### src/design/gbn_pkg.sv
package gbn_pkg;

    // Command codes carried by an input item.
    localparam logic [1:0] CMD_START   = 2'd0;
    localparam logic [1:0] CMD_TIMEOUT = 2'd1;
    localparam logic [1:0] CMD_ACK     = 2'd2;

    // Frame kinds carried by a result item.
    localparam logic KIND_REQUEST = 1'b0;
    localparam logic KIND_DATA    = 1'b1;

    // Highest sequence number; a count that reaches it wraps to zero.
    localparam logic [7:0] SEQ_WRAP    = 8'd255;
    localparam logic [3:0] RETRY_RESET = 4'd3;

    typedef struct packed {
        logic [1:0] command;
        logic [7:0] ack_number;
        logic [4:0] offered_window;
    } in_item_t;

    typedef struct packed {
        logic       frame_kind;
        logic [7:0] sequence_number;
        logic       last;
    } out_item_t;

    typedef enum logic {
        ST_IDLE,
        ST_EMIT
    } state_t;

    // Commands from the controller to the datapath.
    typedef struct packed {
        logic load;
        logic step;
    } ctrl_cmd_t;

    // Status from the datapath to the controller.
    typedef struct packed {
        logic pending;
        logic slot_free;
    } dp_status_t;

endpackage

### src/design/gbn_ctrl.sv
module gbn_ctrl (
    input  logic                clk,
    input  logic                rst_n,
    input  logic                in_valid,
    output logic                in_ready,
    input  gbn_pkg::dp_status_t status,
    output gbn_pkg::ctrl_cmd_t  cmd
);

    gbn_pkg::state_t state_reg;
    gbn_pkg::state_t state_next;

    always_ff @(posedge clk or negedge rst_n)
    begin
        if (!rst_n)
        begin
            state_reg <= gbn_pkg::ST_IDLE;
        end
        else
        begin
            state_reg <= state_next;
        end
    end

    always_comb
    begin
        state_next = state_reg;
        unique case (state_reg)
            gbn_pkg::ST_IDLE:
            begin
                if (in_valid)
                begin
                    state_next = gbn_pkg::ST_EMIT;
                end
            end
            gbn_pkg::ST_EMIT:
            begin
                if (!status.pending)
                begin
                    state_next = gbn_pkg::ST_IDLE;
                end
            end
            default:
            begin
                state_next = gbn_pkg::ST_IDLE;
            end
        endcase
    end

    always_comb
    begin
        in_ready = 1'b0;
        cmd      = '0;
        unique case (state_reg)
            gbn_pkg::ST_IDLE:
            begin
                in_ready = 1'b1;
                cmd.load = in_valid;
            end
            gbn_pkg::ST_EMIT:
            begin
                // One frame goes into the output register whenever it is free.
                cmd.step = status.pending && status.slot_free;
            end
            default:
            begin
                in_ready = 1'b0;
            end
        endcase
    end

endmodule

### src/design/gbn_dp.sv
module gbn_dp #(
    parameter int MAX_WINDOW = 16
) (
    input  logic                clk,
    input  logic                rst_n,
    input  gbn_pkg::in_item_t   in_data,
    output gbn_pkg::out_item_t  out_data,
    output logic                out_valid,
    input  logic                out_ready,
    input  logic                cfg_write_en,
    input  logic [3:0]          cfg_write_data,
    input  gbn_pkg::ctrl_cmd_t  cmd,
    output gbn_pkg::dp_status_t status
);

    localparam int WW = $clog2(MAX_WINDOW + 1);

    logic [3:0]         retry_limit_reg;
    logic [7:0]         seq_reg, seq_next;
    logic [WW-1:0]      win_reg, win_next;
    logic               req_sent_reg, req_sent_next;
    logic [3:0]         retries_reg, retries_next;
    logic               pend_req_reg, pend_req_next;
    logic [WW-1:0]      remain_reg, remain_next;
    logic               out_valid_reg, out_valid_next;
    gbn_pkg::out_item_t out_data_reg, out_data_next;

    // State after the command is applied, before frames are generated.
    logic [7:0]    seq_mid;
    logic [WW-1:0] win_mid;
    logic [WW-1:0] win_clamped;
    logic          req_sent_mid;
    logic [3:0]    retries_mid;
    logic          gen;
    logic [7:0]    seq_inc;

    always_comb
    begin
        if (32'(in_data.offered_window) > MAX_WINDOW)
        begin
            win_clamped = WW'(MAX_WINDOW);
        end
        else
        begin
            win_clamped = WW'(in_data.offered_window);
        end
    end

    always_comb
    begin
        seq_mid      = seq_reg;
        win_mid      = win_reg;
        req_sent_mid = req_sent_reg;
        retries_mid  = retries_reg;
        gen          = 1'b0;
        unique case (in_data.command)
            gbn_pkg::CMD_START:
            begin
                req_sent_mid = 1'b0;
                gen          = 1'b1;
            end
            gbn_pkg::CMD_TIMEOUT:
            begin
                if (retries_reg != 4'd0)
                begin
                    retries_mid = retries_reg - 4'd1;
                    gen         = 1'b1;
                    // Step back one window, clamping at zero; at zero, ask again.
                    if (seq_reg == 8'd0)
                    begin
                        req_sent_mid = 1'b0;
                    end
                    else if (seq_reg > 8'(win_reg))
                    begin
                        seq_mid = seq_reg - 8'(win_reg);
                    end
                    else
                    begin
                        seq_mid = 8'd0;
                    end
                end
            end
            gbn_pkg::CMD_ACK:
            begin
                if (in_data.ack_number == 8'd0)
                begin
                    win_mid = win_clamped;
                end
                else if (in_data.ack_number >= gbn_pkg::SEQ_WRAP)
                begin
                    seq_mid = 8'd0;
                end
                else
                begin
                    seq_mid = in_data.ack_number;
                end
                retries_mid = retry_limit_reg;
                gen         = 1'b1;
            end
            default:
            begin
                gen = 1'b0;
            end
        endcase
    end

    assign seq_inc = seq_reg + 8'd1;

    always_comb
    begin
        seq_next       = seq_reg;
        win_next       = win_reg;
        req_sent_next  = req_sent_reg;
        retries_next   = retries_reg;
        pend_req_next  = pend_req_reg;
        remain_next    = remain_reg;
        out_data_next  = out_data_reg;
        out_valid_next = out_valid_reg && !out_ready;

        if (cmd.load)
        begin
            seq_next      = seq_mid;
            win_next      = win_mid;
            req_sent_next = req_sent_mid;
            retries_next  = retries_mid;
            if (gen)
            begin
                if (!req_sent_mid)
                begin
                    req_sent_next = 1'b1;
                    pend_req_next = 1'b1;
                    remain_next   = '0;
                end
                else
                begin
                    pend_req_next = 1'b0;
                    remain_next   = win_mid;
                end
            end
        end
        else if (cmd.step)
        begin
            out_valid_next = 1'b1;
            if (pend_req_reg)
            begin
                pend_req_next                 = 1'b0;
                out_data_next.frame_kind      = gbn_pkg::KIND_REQUEST;
                out_data_next.sequence_number = seq_reg;
                out_data_next.last            = 1'b1;
            end
            else
            begin
                remain_next                   = remain_reg - WW'(1);
                out_data_next.frame_kind      = gbn_pkg::KIND_DATA;
                out_data_next.sequence_number = seq_inc;
                out_data_next.last            = (remain_reg == WW'(1));
                seq_next = (seq_inc == gbn_pkg::SEQ_WRAP) ? 8'd0 : seq_inc;
            end
        end
    end

    always_ff @(posedge clk or negedge rst_n)
    begin
        if (!rst_n)
        begin
            retry_limit_reg <= gbn_pkg::RETRY_RESET;
            seq_reg         <= '0;
            win_reg         <= '0;
            req_sent_reg    <= 1'b0;
            retries_reg     <= gbn_pkg::RETRY_RESET;
            pend_req_reg    <= 1'b0;
            remain_reg      <= '0;
            out_valid_reg   <= 1'b0;
        end
        else
        begin
            if (cfg_write_en)
            begin
                retry_limit_reg <= cfg_write_data;
            end
            seq_reg       <= seq_next;
            win_reg       <= win_next;
            req_sent_reg  <= req_sent_next;
            retries_reg   <= retries_next;
            pend_req_reg  <= pend_req_next;
            remain_reg    <= remain_next;
            out_valid_reg <= out_valid_next;
        end
    end

    always_ff @(posedge clk)
    begin
        out_data_reg <= out_data_next;
    end

    assign out_data         = out_data_reg;
    assign out_valid        = out_valid_reg;
    assign status.pending   = pend_req_reg || (remain_reg != '0);
    assign status.slot_free = !out_valid_reg || out_ready;

endmodule

### src/design/go_back_n_sender_top.sv
// Go-Back-N sender. Each input transfer is a start, a timeout tick or an
// acknowledgement, and causes either one window request, a window of up to
// MAX_WINDOW data frames (sequence numbers 1..255, wrapping), or nothing;
// the last flag marks the final frame of each input. The block takes one
// input per cycle in which it is idle, then emits its frames one by one,
// each once the output register is free, and takes no new input until
// it is idle again. The last frame may still sit in the output register
// while the next input is taken. retry_limit (reset 3) is written
// through cfg_write_en/cfg_write_data; the user must write it only while
// the block is idle, as the block itself does not enforce this.
module go_back_n_sender_top #(
    parameter int MAX_WINDOW = 16
) (
    input  logic               clk,
    input  logic               rst_n,
    input  logic               in_valid,
    output logic               in_ready,
    input  gbn_pkg::in_item_t  in_data,
    output logic               out_valid,
    input  logic               out_ready,
    output gbn_pkg::out_item_t out_data,
    input  logic               cfg_write_en,
    input  logic [3:0]         cfg_write_data
);

    gbn_pkg::ctrl_cmd_t  cmd;
    gbn_pkg::dp_status_t status;

    gbn_ctrl u_ctrl (
        .clk      (clk),
        .rst_n    (rst_n),
        .in_valid (in_valid),
        .in_ready (in_ready),
        .status   (status),
        .cmd      (cmd)
    );

    gbn_dp #(
        .MAX_WINDOW (MAX_WINDOW)
    ) u_dp (
        .clk            (clk),
        .rst_n          (rst_n),
        .in_data        (in_data),
        .out_data       (out_data),
        .out_valid      (out_valid),
        .out_ready      (out_ready),
        .cfg_write_en   (cfg_write_en),
        .cfg_write_data (cfg_write_data),
        .cmd            (cmd),
        .status         (status)
    );

endmodule

### config.mk
export PLATFORM = sky130hd
export DESIGN_NAME = go_back_n_sender_top
export DESIGN_NICKNAME = d
export VERILOG_FILES = /design/src/design/gbn_pkg.sv /design/src/design/gbn_ctrl.sv /design/src/design/gbn_dp.sv /design/src/design/go_back_n_sender_top.sv
export SDC_FILE = /design/constraint.sdc
export NUM_CORES = 1
export LEC_CHECK = 0
export ABC_AREA = 1
export BUFFER_PORTS_ARGS = -buffer_cell sky130_fd_sc_hd__buf_4
export CORE_MARGIN = 4
export CORE_UTILIZATION = 34
export DETAILED_ROUTE_END_ITERATION = 12
export SYNTH_ARGS = -nofsm -noshare
export SYNTH_HDL_FRONTEND = slang
export SYNTH_SLANG_ARGS = --single-unit
### constraint.sdc
create_clock -name clk -period 1.94 [get_ports clk]
set_input_delay 0.388 -clock clk [delete_from_list [all_inputs] [get_ports clk]]
set_output_delay 0.388 -clock clk [all_outputs]
set_load 0.005 [all_outputs]
Yosys cells after proc, flatten, opt, wreduce, memory -nomap -nowiden
Cells that the tools add are included.
- register bits: 40
- output and inout port bits: 12
- word-level logic and storage cells: 90
- add/subtract/negate cells: 4
- magnitude comparators: 3
- equal/unequal tests: 11
- muxes and demuxes: 39
- bitwise logic cells: 2
- reductions and logical operators: 19
- operators by type and width (cell ; count):
    8-bit 2-to-1 mux ; 9
    5-bit 2-to-1 mux ; 8
    8-bit logical NOT ; 2
    8-bit one-hot mux with 2 select lines ; 1
    1-bit 2-to-1 mux ; 15
    10-bit 2-to-1 mux ; 1
    8-bit by 1-bit adder with 8-bit output (second input constant) ; 1
    8-bit equality test (second input constant) ; 1
    8-bit >= comparator (second input constant) ; 1
    8-bit by 5-bit > comparator with 1-bit output ; 1
    4-bit one-hot mux with 2 select lines ; 1
    8-bit by 5-bit subtractor with 8-bit output ; 1
    3-bit != test (second input constant) ; 2
    1-bit one-hot mux with 2 select lines ; 3
    3-bit AND reduction ; 2
    6-bit AND reduction ; 1
    5-bit by 1-bit equality test with 1-bit output (second input constant) ; 1
    5-bit > comparator (second input constant) ; 1
    5-bit nonzero test ; 1
    5-bit by 1-bit subtractor with 5-bit output (second input constant) ; 1
    4-bit 2-to-1 mux ; 1
    2-bit by 1-bit != test with 1-bit output (second input constant) ; 2
    2-bit AND reduction ; 2
    2-bit nonzero test ; 2
    13 further kinds ; 17

Depth between registers and ports, before layout
Gate-level depths: netlist (run 1).
- depth in word-level cells: 7
- depth in mapped cells: 14
- depth with buffers taken out: 14

Hierarchy
A second synthesis (run 1) with hierarchy kept.
- cells, all modules: 436
- area, all modules: 3005.4 um^2
- by module, submodules not included (module ; instances ; cells each ; area an instance (um^2) ; sequential area each (um^2)):
    gbn_dp ; 1 ; 428 ; 2954.1 ; 1031.0
    gbn_ctrl ; 1 ; 8 ; 51.3 ; 25.0

Worst setup path before layout (run 1)
Ideal clock, no wire load.
- path kind: register to register
- start point: reg u_dp.seq_reg[0]
- end point: reg u_dp.seq_reg[3]
- data arrival time: 1.793 ns
- required time: 1.824 ns
- path slack: 0.031 ns
- stages on the path, launching flop included: 15
- clock period less this slack: 1.909 ns
- cells stage by stage: dfrtp_1 -> inv_2 -> ha_1 -> inv_1 -> fa_1 -> nand3_1 -> nand3_1 -> nand2_1 -> nand2_2 -> nand3_1 -> nor2_1 -> nor2_1 -> nor2_1 -> nand2_1 -> nand2_1
- cells in the longest elaborated chain, start to end: 6
- ends and longest elaborated chain (what ; RTL line ; text):
    start, declared ; gbn_dp.sv:19 ; logic [7:0] seq_reg, seq_next;
    start signal, assigned ; gbn_dp.sv:181 ; seq_reg <= seq_next;
    8-bit by 1-bit adder with 8-bit output (tied with other cells) ; gbn_dp.sv:107 ; assign seq_inc = seq_reg + 8'd1;
    8-bit equality test or 8-bit 2-to-1 mux (tied branches) ; gbn_dp.sv:157, gbn_dp.sv:73 ;
    8-bit 2-to-1 mux (on tied branches) ; gbn_dp.sv:157, gbn_dp.sv:69 ;
    8-bit 2-to-1 mux (on tied branches) ; gbn_dp.sv:144, gbn_dp.sv:64 ;
    8-bit 2-to-1 mux or 8-bit one-hot mux with 2 select lines (tied branches) ; gbn_dp.sv:141, gbn_dp.sv:56 ;
    8-bit 2-to-1 mux ; gbn_dp.sv:120 ; if (cmd.load)
Several ways; a longest one is shown, not always the timed one. The select of a mux whose other input is x is not followed.
A chain may end at the register's enable or synchronous reset.

Worst setup path after layout (run 1)
- start point: reg u_dp.seq_reg[0]
- end point: reg u_dp.seq_reg[4]
The elaborated chain is that of the path after synthesis.

==> results of run 1 <==
[repair_timing]
item / CTS / global route
endpoints found under the setup margin: 2 / 8
pin swaps: 0 / 4
setup buffers: 0 / 2
gates resized for setup: 1 / 23
[routing by layer]
metal / part of all wire (%) / GRT usage, %
met1: 45 / 18.5
met2: 49 / 24.3
met3: 4.7 / 2.88
met4: 1.4 / 3.99
met5: 0 / 0
[cell usage after synthesis (all sizes together)]
cell | n | share of area (%)
nand3 | 35 | 6.3
o211ai | 3 | 0.79
inv | 58 | 7.6
xnor2 | 3 | 0.92
mux2 | 1 | 0.39
a21oi | 15 | 2.8
dfrtp | 26 | 23
edfxtp | 10 | 11
o22ai | 1 | 0.22
ha | 12 | 5.3
o21ai | 30 | 5.4
nand2 | 144 | 19
nor2 | 46 | 6.8
fa | 1 | 0.70
dfstp | 4 | 3.7
or2 | 2 | 0.44
nand4 | 7 | 1.5
buf | 8 | 1.9
nor3 | 2 | 0.35
clkbuf | 2 | 0.26
a31oi | 4 | 1.1
xor2 | 3 | 0.92
[layout by cell type (no fill, tap or decap), types with 2 or more instances in the layout]
| cell type | netlist | final |
|---|---|---|
| sky130_fd_sc_hd__a21oi_1 | 14 | 13 |
| sky130_fd_sc_hd__a21oi_2 | 1 | 2 |
| sky130_fd_sc_hd__a31oi_1 | 3 | 3 |
| sky130_fd_sc_hd__buf_4 | 3 | 54 |
| sky130_fd_sc_hd__clkbuf_1 | 2 | 2 |
| sky130_fd_sc_hd__clkbuf_8 | 0 | 5 |
| sky130_fd_sc_hd__dfrtp_1 | 26 | 25 |
| sky130_fd_sc_hd__dfstp_2 | 4 | 4 |
| sky130_fd_sc_hd__edfxtp_1 | 10 | 10 |
| sky130_fd_sc_hd__ha_1 | 12 | 9 |
| sky130_fd_sc_hd__ha_4 | 0 | 2 |
| sky130_fd_sc_hd__inv_1 | 49 | 48 |
| sky130_fd_sc_hd__inv_2 | 9 | 9 |
| sky130_fd_sc_hd__nand2_1 | 140 | 138 |
| sky130_fd_sc_hd__nand2_2 | 4 | 4 |
| sky130_fd_sc_hd__nand2_4 | 0 | 2 |
| sky130_fd_sc_hd__nand3_1 | 34 | 30 |
| sky130_fd_sc_hd__nand3_2 | 1 | 3 |
| sky130_fd_sc_hd__nand3_4 | 0 | 2 |
| sky130_fd_sc_hd__nand4_1 | 7 | 7 |
| sky130_fd_sc_hd__nor2_1 | 40 | 37 |
| sky130_fd_sc_hd__nor2_2 | 5 | 8 |
| sky130_fd_sc_hd__nor3_1 | 2 | 2 |
| sky130_fd_sc_hd__o211ai_1 | 3 | 3 |
| sky130_fd_sc_hd__o21ai_0 | 23 | 23 |
| sky130_fd_sc_hd__o21ai_1 | 6 | 6 |
| sky130_fd_sc_hd__or2_2 | 2 | 2 |
| sky130_fd_sc_hd__xnor2_1 | 3 | 3 |
| sky130_fd_sc_hd__xor2_1 | 3 | 2 |
[kinds of logic after synthesis]
| kind of cell | Yosys count | synth area share, % |
|---|---|---|
| DFF | 40 | 37.0 |
| muxes | 1 | 0.395 |
| and+or+nand+nor | 236 | 34.7 |
| adders and majority gates | 13 | 5.97 |
| buffers and inverters | 68 | 9.79 |
| AOI/OAI and AO/OA | 53 | 10.3 |
| xor gates and xnor gates | 6 | 1.84 |
[stage by stage]
| stage | setup TNS (ps) | utilization [%] | cell area, µm² | instances | hold WS, ps |
|---|---|---|---|---|---|
| after floorplan | 0 | - | 2850 | 417 | 92.4 |
| after global placement | 0 | 40.5 | 3310 | 564 | 350 |
| after detailed placement | -9.55 | 40.5 | 3310 | 564 | 351 |
| after CTS | 0 | 41.5 | 3400 | 572 | 29.9 |
| after global routing | -105 | 42.9 | 3510 | 574 | 32.3 |
| final | 0 | 42.9 | 3510 | 574 | 15.4 |
[layout make-up]
type / count / share of cell area, %
clock buffers: 7 / 2.17
flip-flops and latches: 40 / 30.1
clock inverters: 1 / 0.143
multi-input cells: 309 / 46.0
well taps: 105 / 3.74
inverters: 58 / 6.27
repair buffers: 54 / 11.5
[worst max-delay path by stage]
stage / startpoint / endpoint / slack [ps] / cells past startpoint
after floorplan: u_dp.seq_reg[0] / u_dp.seq_reg[3] / 30 / 14
after global placement: u_dp.seq_reg[0] / u_dp.seq_reg[3] / 60 / 14
after detailed placement: u_dp.seq_reg[0] / u_dp.seq_reg[3] / -6 / 14
after CTS: u_dp.seq_reg[0] / u_dp.seq_reg[3] / 20 / 14
after global routing: u_dp.seq_reg[0] / u_dp.seq_reg[3] / -50 / 14
final: u_dp.seq_reg[0] / u_dp.seq_reg[4] / 80 / 13
[power by group]
group / internal [mW] / leakage, nW / switching, mW
logic: 1.35 / 1.25 / 1.99
clock network: 0.253 / 0.0422 / 0.290
registers: 1.28 / 0.453 / 0.218
total: 2.88 / 1.75 / 2.50
==> summary.txt, run 1 <==
Die
  • Die span in y: 99.6 µm
  • Starting density of the core: 34.9%
  • Boundary Pins: 36
  • Floorplan row count: 33
  • Die X-Extent: between 90 and 100 µm
  • Std-Cell Core Area: around 8200 µm²
  • Total die area: 9920 µm²

STA
  • Final clock period utilization by the worst path: 96.0%
  • Min cycle time layout: 1860 ps
  • Final count of negative-setup-slack endpoints: 0
  • Worst Clk Skew: 8.03 ps
  • Worst slew margin relative to its limit: 73.6%
  • Worst setup slack after layout: 77.0 ps
  • Worst-Margin Slew: 394 ps
  • Hold violation total from the final report: 0
  • Slew Viols, Final: 0
  • Peak clock frequency supported by timing: 537 MHz

Layout
  • Max reg flops: 10
  • Count of nets after finishing: 505
  • Fraction of final layout cells sized beyond drive strength 1: 22.8%
  • FF+latch area: 1060 µm²
  • Count of filler cells inserted in the layout: 865
  • Area of the multi-input gates: 1620 µm²
  • Total inserted antenna cells: 0
  • Area growth from synthesis to layout: 23.1%

Clock tree
  • Maximum count of clock buffers along a single path: 2
  • Hold buffers post-CTS: 0
  • Clock tree from TritonCTS: yes
  • Clock H-tree levels: 2
  • Total clock sinks: 40
  • Clock transition at the registers of the reported paths: 80 ps
  • Inserted Clock Buffers: 5
  • Clk root buf: sky130_fd_sc_hd__clkbuf_8
  • Source-to-sink clock delay at the later pin of the worst-skew pair: 300 ps

Logic synthesis
  • Cell area after synthesis: 2850 µm²
  • Avg Cell Area, Syn: about 6.8 µm²
  • Net count after synthesis: about 450
  • Number of unique standard cell types used by synthesis: 33
  • Seq/Total Area, Yosys: 37.0%
  • Synthesis-stage register bit count: 40
  • Count of yosys warnings during synthesis: 0
  • Syn Inst Count: between 400 and 500

Route
  • Mean number of vias per cell: 4.79
  • DRC violation count after routing: 0
  • Routed WL per cell: 12.3 µm
  • Routed WL: 7070 µm
  • DR pass1 iterations: 5
  • Antenna Nets Post-Route: 0
  • First-iteration detailed-routing DRC count: between 100 and 150
  • DR vias: 2751

Critical path
  • Maximum single-stage delay on the critical path: 390 ps
  • Cell occurring most often along the worst timing path: sky130_fd_sc_hd__nand2_1
  • Slowest library cell on the worst path: sky130_fd_sc_hd__dfrtp_1
  • Critical path start-end classification: reg -> reg
  • Endpoint kind of the worst setup timing path: flip-flop
  • Family with the most delay on the worst path: adder cells
  • Element type at the critical path start: flip-flop
  • Data arrival at the endpoint of the critical path: 2050 ps
  • Setup slack, reg-to-reg: 80 ps
  • Data required, critical path: 2130 ps
  • Reg2reg end: u_dp.seq_reg[4]
  • Critical path peak fanout: 3
  • Worst reg2reg startpoint: u_dp.seq_reg[0]
  • Worst r2r path cells: 13
  • Buffers and inverters on the worst path: 4
  • Critical path cell sequence: inv_2 -> ha_4 -> inv_2 -> fa_2 -> nand3_2 -> nand3_2 -> buf_4 -> xnor2_1 -> inv_1 -> nand2_1 -> a21oi_2 -> nand2_1 -> nand2_1

Power
  • Cell leakage power: about 1.7 nW
  • PnR Total Power: 5.38 mW
  • IR drop worst, VDD: 0.000534 V
  • Cell Pwr Density: 1530 nW/µm²

Run status
  • Result of the run: finished clean

Run
  • Max-cap violations: 0

GRT
  • Maximum number of pins on one net before global-route repair: 31
  • Vias in the first global route: 2534
  • Total grt overflow: 0
  • First-pass GRT wire length: 11600 µm
  • Number of antenna violations at the first check in global routing: 0
  • GRT Util Overall: between 10 and 15%

Placed design
  • Worst slack after detailed placement: -6.22 ps
  • Post-detailed-placement half-perimeter wirelength: 5440 µm
  • Port-buffer cells: 35
  • Routability Congestion: ~0.91

Hold path
  • Hold Path Class: in -> async
Note: power is estimated with default switching activity, not from simulation.
==> run 2: changes to the inputs <==
--- a/config.mk
+++ b/config.mk
@@ -7,9 +7,11 @@
 export LEC_CHECK = 0
 export ABC_AREA = 1
 export BUFFER_PORTS_ARGS = -buffer_cell sky130_fd_sc_hd__buf_4
+export CORE_ASPECT_RATIO = 2
 export CORE_MARGIN = 4
 export CORE_UTILIZATION = 34
 export DETAILED_ROUTE_END_ITERATION = 12
+export PLACE_DENSITY = 0.53
 export SYNTH_ARGS = -nofsm -noshare
 export SYNTH_HDL_FRONTEND = slang
 export SYNTH_SLANG_ARGS = --single-unit
==> run 2 against run 1 <==
Effect of this change:
- clock skew is 2.6 ps lower
- die area rose by 0.89%
- critical endpoint is now u_dp.seq_reg[3]
- worst setup slack improved by 34 ps
- clock-buffer cell count decreased by 2
- largest power group unchanged
- critical path depth decreased by 3
- largest cell class unchanged
==> summary.txt, run 2 (same netlist as run 1, synthesis figures left out) <==
Run status
  • Result of the run: finished clean (unchanged)

Critical path
  • Data required, critical path: 2120 ps (was 2130 ps)
  • Element type at the critical path start: flip-flop (unchanged)
  • Setup slack, reg-to-reg: 110 ps (was 80 ps)
  • Critical path start-end classification: reg -> reg (unchanged)
  • Endpoint kind of the worst setup timing path: flip-flop (unchanged)
  • Critical path peak fanout: 7 (was 3)
  • Data arrival at the endpoint of the critical path: 2010 ps (was 2050 ps)

Die
  • Die X-Extent: 72.8 µm (was 99.6 µm)
  • Boundary Pins: 36 (unchanged)
  • Die span in y: 138 µm (was 99.6 µm)
  • Floorplan row count: 47 (was 33)
  • Std-Cell Core Area: 8230 µm² (was 8180 µm²)
  • Total die area: 10000 µm² (was 9920 µm²)
  • Starting density of the core: 34.6% (was 34.9%)

Hold path
  • Hold Path Class: in -> async (unchanged)

Placed design
  • Routability Congestion: 0.914 (was 0.910)
  • Post-detailed-placement half-perimeter wirelength: 6310 µm (was 5440 µm)
  • Worst slack after detailed placement: -12.4 ps (was -6.22 ps)
  • Port-buffer cells: 35 (unchanged)

Layout
  • Max reg flops: 10 (unchanged)
  • Area growth from synthesis to layout: 24.4% (was 23.1%)
  • Total inserted antenna cells: 0 (unchanged)
  • Commonest cells after routing, fill and taps aside: sky130_fd_sc_hd__nand2_1, sky130_fd_sc_hd__buf_4, sky130_fd_sc_hd__inv_1 (unchanged)
  • Utilization after layout: 43.1% (was 42.9%)
  • Fraction of final layout cells sized beyond drive strength 1: 22.6% (was 22.8%)
  • Count of nets after finishing: 505 (unchanged)
  • Most frequent standard cell in the layout excluding fill and tap cells: sky130_fd_sc_hd__nand2_1 (unchanged)
  • Count of filler cells inserted in the layout: 892 (was 865)

GRT
  • First-pass GRT wire length: 12500 µm (was 11600 µm)
  • Maximum number of pins on one net before global-route repair: 31 (unchanged)
  • GRT Util Overall: 16.6% (was 14.3%)
  • Total grt overflow: 0 (unchanged)
  • Vias in the first global route: 2630 (was 2534)
  • Number of antenna violations at the first check in global routing: 0 (unchanged)

STA
  • Peak clock frequency supported by timing: 547 MHz (was 537 MHz)
  • Worst-Margin Slew: 431 ps (was 394 ps)
  • Worst-case hold slack: 29.0 ps (was 15.4 ps)
  • Worst setup slack after layout: 111 ps (was 77.0 ps)
  • Slew Viols, Final: 0 (unchanged)
  • Hold violation total from the final report: 0 (unchanged)
  • Final clock period utilization by the worst path: 94.3% (was 96.0%)
  • Worst Clk Skew: 5.42 ps (was 8.03 ps)
  • Final count of negative-setup-slack endpoints: 0 (unchanged)
  • Worst slew margin relative to its limit: 71.2% (was 73.6%)
  • Min cycle time layout: 1830 ps (was 1860 ps)

Power
  • IR drop worst, VDD: 0.000547 V (was 0.000534 V)
  • Cell leakage power: 1.78 nW (was 1.75 nW)
  • Cell Pwr Density: 1620 nW/µm² (was 1530 nW/µm²)

Clock tree
  • Total clock sinks: 40 (unchanged)
  • Clock H-tree levels: 2 (unchanged)
  • Hold buffers post-CTS: 0 (unchanged)
  • Clock transition at the registers of the reported paths: 60 ps (was 80 ps)
  • Maximum count of clock buffers along a single path: 2 (unchanged)
  • Clk root buf: sky130_fd_sc_hd__clkbuf_16 (was sky130_fd_sc_hd__clkbuf_8)
  • Inserted Clock Buffers: 5 (unchanged)
  • Clock tree from TritonCTS: yes (unchanged)
  • Source-to-sink clock delay at the later pin of the worst-skew pair: 290 ps (was 300 ps)

Route
  • First-iteration detailed-routing DRC count: 132 (was 131)
  • Mean number of vias per cell: 4.88 (was 4.79)
  • DR vias: 2767 (was 2751)
  • Routed WL per cell: 13.9 µm (was 12.3 µm)
  • DRC violation count after routing: 0 (unchanged)
  • Routed WL: 7900 µm (was 7070 µm)
  • Antenna Nets Post-Route: 0 (unchanged)
  • DR pass1 iterations: 4 (was 5)

Run
  • Max-cap violations: 0 (unchanged)
[run 2: metrics by stage]
stage | std cells | power (mW) | cell area (µm²) | setup TNS [ps]
after detailed placement | 559 | 4.70 | 3320 | -12.4
final | 567 | 5.74 | 3550 | 0
after CTS | 567 | 5.69 | 3490 | 0
after global placement | 559 | 4.68 | 3320 | -20.1
after global routing | 567 | 6.24 | 3550 | -4.02
after floorplan | 417 | 3.63 | 2850 | 0
[run 2: power by group]
group / switching [mW] / total [mW] / internal (mW) / leakage (nW)
combinational: 2.01 / 3.30 / 1.29 / 1.25
clock: 0.344 / 0.943 / 0.598 / 0.0789
sequential: 0.218 / 1.50 / 1.28 / 0.453
total: 2.57 / 5.74 / 3.17 / 1.78
[run 2: critical path, stage by stage, from the launching register on]
cell and delay, ps:
sky130_fd_sc_hd__dfrtp_1 380, sky130_fd_sc_hd__buf_4 160, sky130_fd_sc_hd__ha_2 200, sky130_fd_sc_hd__xor2_2 170, sky130_fd_sc_hd__nand3_2 150, sky130_fd_sc_hd__nor2_1 200, sky130_fd_sc_hd__nand3_4 150, sky130_fd_sc_hd__nand2_1 90
sky130_fd_sc_hd__nand2_1 90, sky130_fd_sc_hd__nand2_1 80, sky130_fd_sc_hd__nand2_1 40
[run 2: layout make-up]
class                   count  area (µm²)  share of cell area, %
multi-input cells         309        1580                   44.5
flip-flops and latches     40        1060                   29.8
repair buffers             54         405                   11.4
inverters                  58         220                   6.21
clock buffers               5         125                   3.53
well taps                  98         123                   3.46
clock inverters             3        37.5                   1.06
[run 2: worst paths after layout]
kind / start / to / cells past startpoint
worst max-delay path: u_dp.seq_reg[0] / u_dp.seq_reg[3] / 10
worst min-delay path: rst_n / u_dp.out_valid / 1
worst max register to register: u_dp.seq_reg[0] / u_dp.seq_reg[3] / 10
worst min register to register: u_dp.remain_reg[4] / u_dp.remain_reg[4] / 2
max in group asynchronous: rst_n / u_dp.retries_reg[0] / 1
min in group clk: cfg_write_data[2] / u_dp.retry_limit_reg[2] / 3
[run 2: metal layers]
metal  vias up  routed length [µm]  GRT usage, %  share of wire [%]
li1       1429                   -             -                  -
met4         0                 376          8.93                4.8
met5         -                   0             0                  0
met3        20                 223          1.97                2.8
met1      1261                2640          15.4                 33
met2        57                4660          33.4                 59
[run 2: timing repair]
item,4_1_cts,5_1_grt
gates resized for setup,1,18
pin swaps,0,2
hold endpoints to repair,0,0
buffers inserted,0,0
endpoints found under the setup margin,4,10
==> run 3: changes to the inputs <==
--- a/config.mk
+++ b/config.mk
@@ -5,13 +5,12 @@
 export SDC_FILE = /design/constraint.sdc
 export NUM_CORES = 1
 export LEC_CHECK = 0
-export ABC_AREA = 1
 export BUFFER_PORTS_ARGS = -buffer_cell sky130_fd_sc_hd__buf_4
 export CORE_ASPECT_RATIO = 2
 export CORE_MARGIN = 4
 export CORE_UTILIZATION = 34
 export DETAILED_ROUTE_END_ITERATION = 12
-export PLACE_DENSITY = 0.53
+export PLACE_DENSITY = 0.54
 export SYNTH_ARGS = -nofsm -noshare
 export SYNTH_HDL_FRONTEND = slang
 export SYNTH_SLANG_ARGS = --single-unit
==> run 3 against run 2 <==
Effect of this change:
- the flow now finishes with violations (negative setup slack)
- cell area is 20% higher
- critical path depth unchanged
- critical endpoint unchanged
- maximum frequency fell by 20%
- non-clock buffer count grew 80
- hold slack better by 7.6 ps
- highest routed layer unchanged
- register-to-register slack got worse by 470 ps
- wire length up 9.1%
- area after synthesis is 5.0% lower
- sequential power hardly changed
- cell count fell by 8.8%
==> summary.txt, run 3 <==
Layout
  • Utilization after layout: 55.6% (was 43.1%)
  • Most frequent standard cell in the layout excluding fill and tap cells: sky130_fd_sc_hd__buf_4 (was sky130_fd_sc_hd__nand2_1)
  • Total inserted antenna cells: 0 (unchanged)
  • Max reg flops: 10 (unchanged)
  • Fraction of final layout cells sized beyond drive strength 1: 47.5% (was 22.6%)
  • Commonest cells after routing, fill and taps aside: sky130_fd_sc_hd__buf_4, sky130_fd_sc_hd__nand2_1, sky130_fd_sc_hd__dfrtp_1 (was sky130_fd_sc_hd__nand2_1, sky130_fd_sc_hd__buf_4, sky130_fd_sc_hd__inv_1)
  • Count of nets after finishing: 459 (was 505)
  • Post-layout instance count excluding filler cells: 517 (was 567)
  • Area growth from synthesis to layout: 57.1% (was 24.4%)

Clock tree
  • Clock tree from TritonCTS: yes (unchanged)
  • Clk root buf: sky130_fd_sc_hd__clkbuf_16 (unchanged)
  • Hold buffers post-CTS: 0 (unchanged)
  • Source-to-sink clock delay at the later pin of the worst-skew pair: 290 ps (about the same)
  • Inserted Clock Buffers: 5 (unchanged)
  • Clock transition at the registers of the reported paths: 60 ps (about the same)
  • Maximum count of clock buffers along a single path: 2 (unchanged)
  • Clock H-tree levels: 2 (unchanged)
  • Total clock sinks: 40 (unchanged)

GRT
  • Vias in the first global route: 2803 (was 2630)
  • GRT Util Overall: 18.7% (was 16.6%)
  • First-pass GRT wire length: 14000 µm (was 12500 µm)
  • Maximum number of pins on one net before global-route repair: 31 (unchanged)
  • Number of antenna violations at the first check in global routing: 0 (unchanged)
  • Total grt overflow: 0 (unchanged)

Placed design
  • DP Cell Count: 498 (was 559)
  • Port-buffer cells: 35 (unchanged)
  • Post-detailed-placement half-perimeter wirelength: 6670 µm (was 6310 µm)
  • Worst slack after detailed placement: -388 ps (was -12.4 ps)
  • Routability Congestion: 0.922 (was 0.914)

Route
  • Routed WL per cell: 16.7 µm (was 13.9 µm)
  • DR pass1 iterations: 4 (unchanged)
  • Mean number of vias per cell: 5.34 (was 4.88)
  • DRC violation count after routing: 0 (unchanged)
  • Routed WL: 8620 µm (was 7900 µm)
  • DR vias: 2761 (was 2767)
  • Antenna Nets Post-Route: 0 (unchanged)
  • First-iteration detailed-routing DRC count: 68 (was 132)

Logic synthesis
  • Number of unique standard cell types used by synthesis: 57 (was 33)
  • Net count after synthesis: 331 (was 454)
  • Cell area after synthesis: 2710 µm² (was 2850 µm²)
  • Synthesis-stage register bit count: 40 (unchanged)
  • Most area-hungry cell type in the Yosys netlist: sky130_fd_sc_hd__dfrtp_1 (unchanged)
  • Seq/Total Area, Yosys: 39.0% (was 37.0%)
  • Post-synth EDFFs: 10 (unchanged)
  • Largest cells by area after synthesis: sky130_fd_sc_hd__dfrtp_1, sky130_fd_sc_hd__edfxtp_1, sky130_fd_sc_hd__ha_1, sky130_fd_sc_hd__dfstp_2, sky130_fd_sc_hd__nand2_1 (was sky130_fd_sc_hd__dfrtp_1, sky130_fd_sc_hd__nand2_1, sky130_fd_sc_hd__edfxtp_1, sky130_fd_sc_hd__inv_1, sky130_fd_sc_hd__nand3_1)
  • Avg Cell Area, Syn: 9.22 µm² (was 6.84 µm²)
  • Syn Inst Count: 294 (was 417)
  • Cell types with the highest counts after synthesis: sky130_fd_sc_hd__dfrtp_1, sky130_fd_sc_hd__nand2_1, sky130_fd_sc_hd__o21ai_0, sky130_fd_sc_hd__nor2_1, sky130_fd_sc_hd__inv_1 (was sky130_fd_sc_hd__nand2_1, sky130_fd_sc_hd__inv_1, sky130_fd_sc_hd__nor2_1, sky130_fd_sc_hd__nand3_1, sky130_fd_sc_hd__dfrtp_1)
  • Dominant register cell in the synthesized netlist: sky130_fd_sc_hd__dfrtp_1 (unchanged)
  • FFs w/ async S/R, synth: 75.0% (unchanged)
  • Top-area cell type share of the netlist area: 24.0% (was 22.8%)
  • Count of yosys warnings during synthesis: 0 (unchanged)

Power
  • Switch share: 40.0% (was 44.8%)
  • Total net switching power: 2.49 mW (was 2.57 mW)
  • Internal power component: 3.74 mW (was 3.17 mW)
  • Power share of the sequential group: 23.8% (was 26.1%)
  • Clk network pwr share: 13.1% (was 16.4%)
  • Combinational Power Share: 63.2% (was 57.5%)
  • Cell Pwr Density: 1460 nW/µm² (was 1620 nW/µm²)
  • IR drop worst, VDD: 0.000661 V (was 0.000547 V)
  • Cell leakage power: 1.82 nW (was 1.78 nW)

STA
  • Final clock period utilization by the worst path: 119% (was 94.3%)
  • Min cycle time layout: 2300 ps (was 1830 ps)
  • Final count of negative-setup-slack endpoints: 14 (was 0)
  • Worst-case hold slack: 36.6 ps (was 29.0 ps)
  • Slew Viols, Final: 0 (unchanged)
  • Peak clock frequency supported by timing: 435 MHz (was 547 MHz)
  • Summed negative setup slack over all endpoints: -2520 ps (was 0 ps)
  • Worst slew margin relative to its limit: 65.6% (was 71.2%)
  • Worst-Margin Slew: 514 ps (was 431 ps)
  • Hold violation total from the final report: 0 (unchanged)
  • RSZ-0062 raised after global routing: yes
  • Worst setup slack after layout: -361 ps (was 111 ps)
  • Worst Clk Skew: 5.08 ps (was 5.42 ps)

Die
  • Std-Cell Core Area: 7660 µm² (was 8230 µm²)
  • Starting density of the core: 35.4% (was 34.6%)
  • Die span in y: 134 µm (was 138 µm)
  • Die X-Extent: 71.1 µm (was 72.8 µm)
  • Total die area: 9550 µm² (was 10000 µm²)
  • Boundary Pins: 36 (unchanged)
  • Floorplan row count: 45 (was 47)

Critical path
  • Slowest library cell on the worst path: sky130_fd_sc_hd__dfrtp_2 (was sky130_fd_sc_hd__dfrtp_1)
  • Data arrival at the endpoint of the critical path: 2480 ps (was 2010 ps)
  • Data required, critical path: 2120 ps (about the same)
  • Endpoint kind of the worst setup timing path: flip-flop (unchanged)
  • Setup slack, reg-to-reg: -360 ps (was 110 ps)
  • Maximum single-stage delay on the critical path: 410 ps (was 380 ps)
  • Critical path peak fanout: 3 (was 7)
  • Buffers and inverters on the worst path: 2 (was 1)
  • Element type at the critical path start: flip-flop (unchanged)
  • Family with the most delay on the worst path: compound AO/OA/AOI/OAI gates (was simple AND/OR/NAND/NOR gates)
  • Critical path start-end classification: reg -> reg (unchanged)
  • Critical path cell sequence: inv_2 -> ha_4 -> inv_2 -> fa_2 -> and3_4 -> nor3_4 -> nor3_4 -> a221o_1 -> a32o_1 -> a32o_1 (was buf_4 -> ha_2 -> xor2_2 -> nand3_2 -> nor2_1 -> nand3_4 -> nand2_1 -> nand2_1 -> nand2_1 -> nand2_1)

Hold path
  • Hold Path Class: in -> async (unchanged)

Run
  • Max-cap violations: 0 (unchanged)

Run status
  • Result of the run: finished with violations (was finished clean)
  • Failing checks: negative setup slack
run 3: changes by cell type after synthesis, sizes merged, moves of 9 or more:
cell / change
o31ai: +10
nand3: -25
nor3: +11
clkbuf: +9
inv: -42
nand2: -118
nor2: -28
run 3: area by class of cell:
class | count | area, µm²
Clock buffer | 7 | 133
Tap cell | 94 | 118
Inverter | 16 | 65.1
Multi-Input combinational cell | 225 | 1830
Clock inverter | 1 | 5.00
Timing Repair Buffer | 134 | 1040
Sequential cell | 40 | 1060
Fill cell | 728 | 3400
run 3: metrics by stage:
stage,cell area (µm²),power (mW)
finish,4260,6.24
global route,4260,6.71
floorplan,2780,3.33
detailed placement,3770,4.96
CTS,4060,5.97
global placement,3770,4.90
run 3: logic make-up after synthesis:
kind of cell	synth area share, %
simple gates	20.3
compound gates	22.3
flops	39.0
buf+inv	4.11
fa+ha+maj	6.28
xor+xnor	3.55
mux	4.43
run 3: worst reg2reg max path, cell delays in order (launching register included):
cell and delay [ps]:
sky130_fd_sc_hd__dfrtp_2 410, sky130_fd_sc_hd__inv_2 70, sky130_fd_sc_hd__ha_4 130, sky130_fd_sc_hd__inv_2 30
sky130_fd_sc_hd__fa_2 330, sky130_fd_sc_hd__and3_4 180, sky130_fd_sc_hd__nor3_4 180, sky130_fd_sc_hd__nor3_4 80
sky130_fd_sc_hd__a221o_1 320, sky130_fd_sc_hd__a32o_1 270, sky130_fd_sc_hd__a32o_1 190
run 3: worst paths after layout:
check	from	end	cells after the start
setup / recovery	u_dp.seq_reg[0]	u_dp.seq_reg[3]	10
hold / removal	rst_n	u_dp.win_reg[2]	1
setup reg to reg	u_dp.seq_reg[0]	u_dp.seq_reg[3]	10
hold reg to reg	u_dp.retry_limit_reg[0]	u_dp.retries_reg[0]	2
max in group asynchronous	rst_n	u_dp.retries_reg[0]	1
min in group clk	cfg_write_data[3]	u_dp.retry_limit_reg[3]	2
run 3: power groups by stage:
stage | Clock, mW | Sequential [mW] | Combinational [mW]
after floorplan | 0 | 1.53 | 1.80
after global placement | 0 | 1.47 | 3.43
after detailed placement | 0 | 1.48 | 3.48
after CTS | 0.836 | 1.47 | 3.66
after global routing | 0.861 | 1.53 | 4.32
final | 0.814 | 1.48 | 3.94
run 3: layer usage:
metal  GRT usage, %  share of wire, %  vias to the layer above
met3           2.33               2.9                       20
met5              0                 0                        -
li1               -                 -                     1355
met4           9.10               4.3                        0
met1           19.3                35                     1326
met2           35.8                57                       60
run 3: timing repair:
item | 4_1_cts | 5_1_grt
resized for setup | 22 | 31
endpoints found under the setup margin | 15 | 29
pin swaps | 15 | 20
setup buffers | 5 | 7
gates cloned | 0 | 0
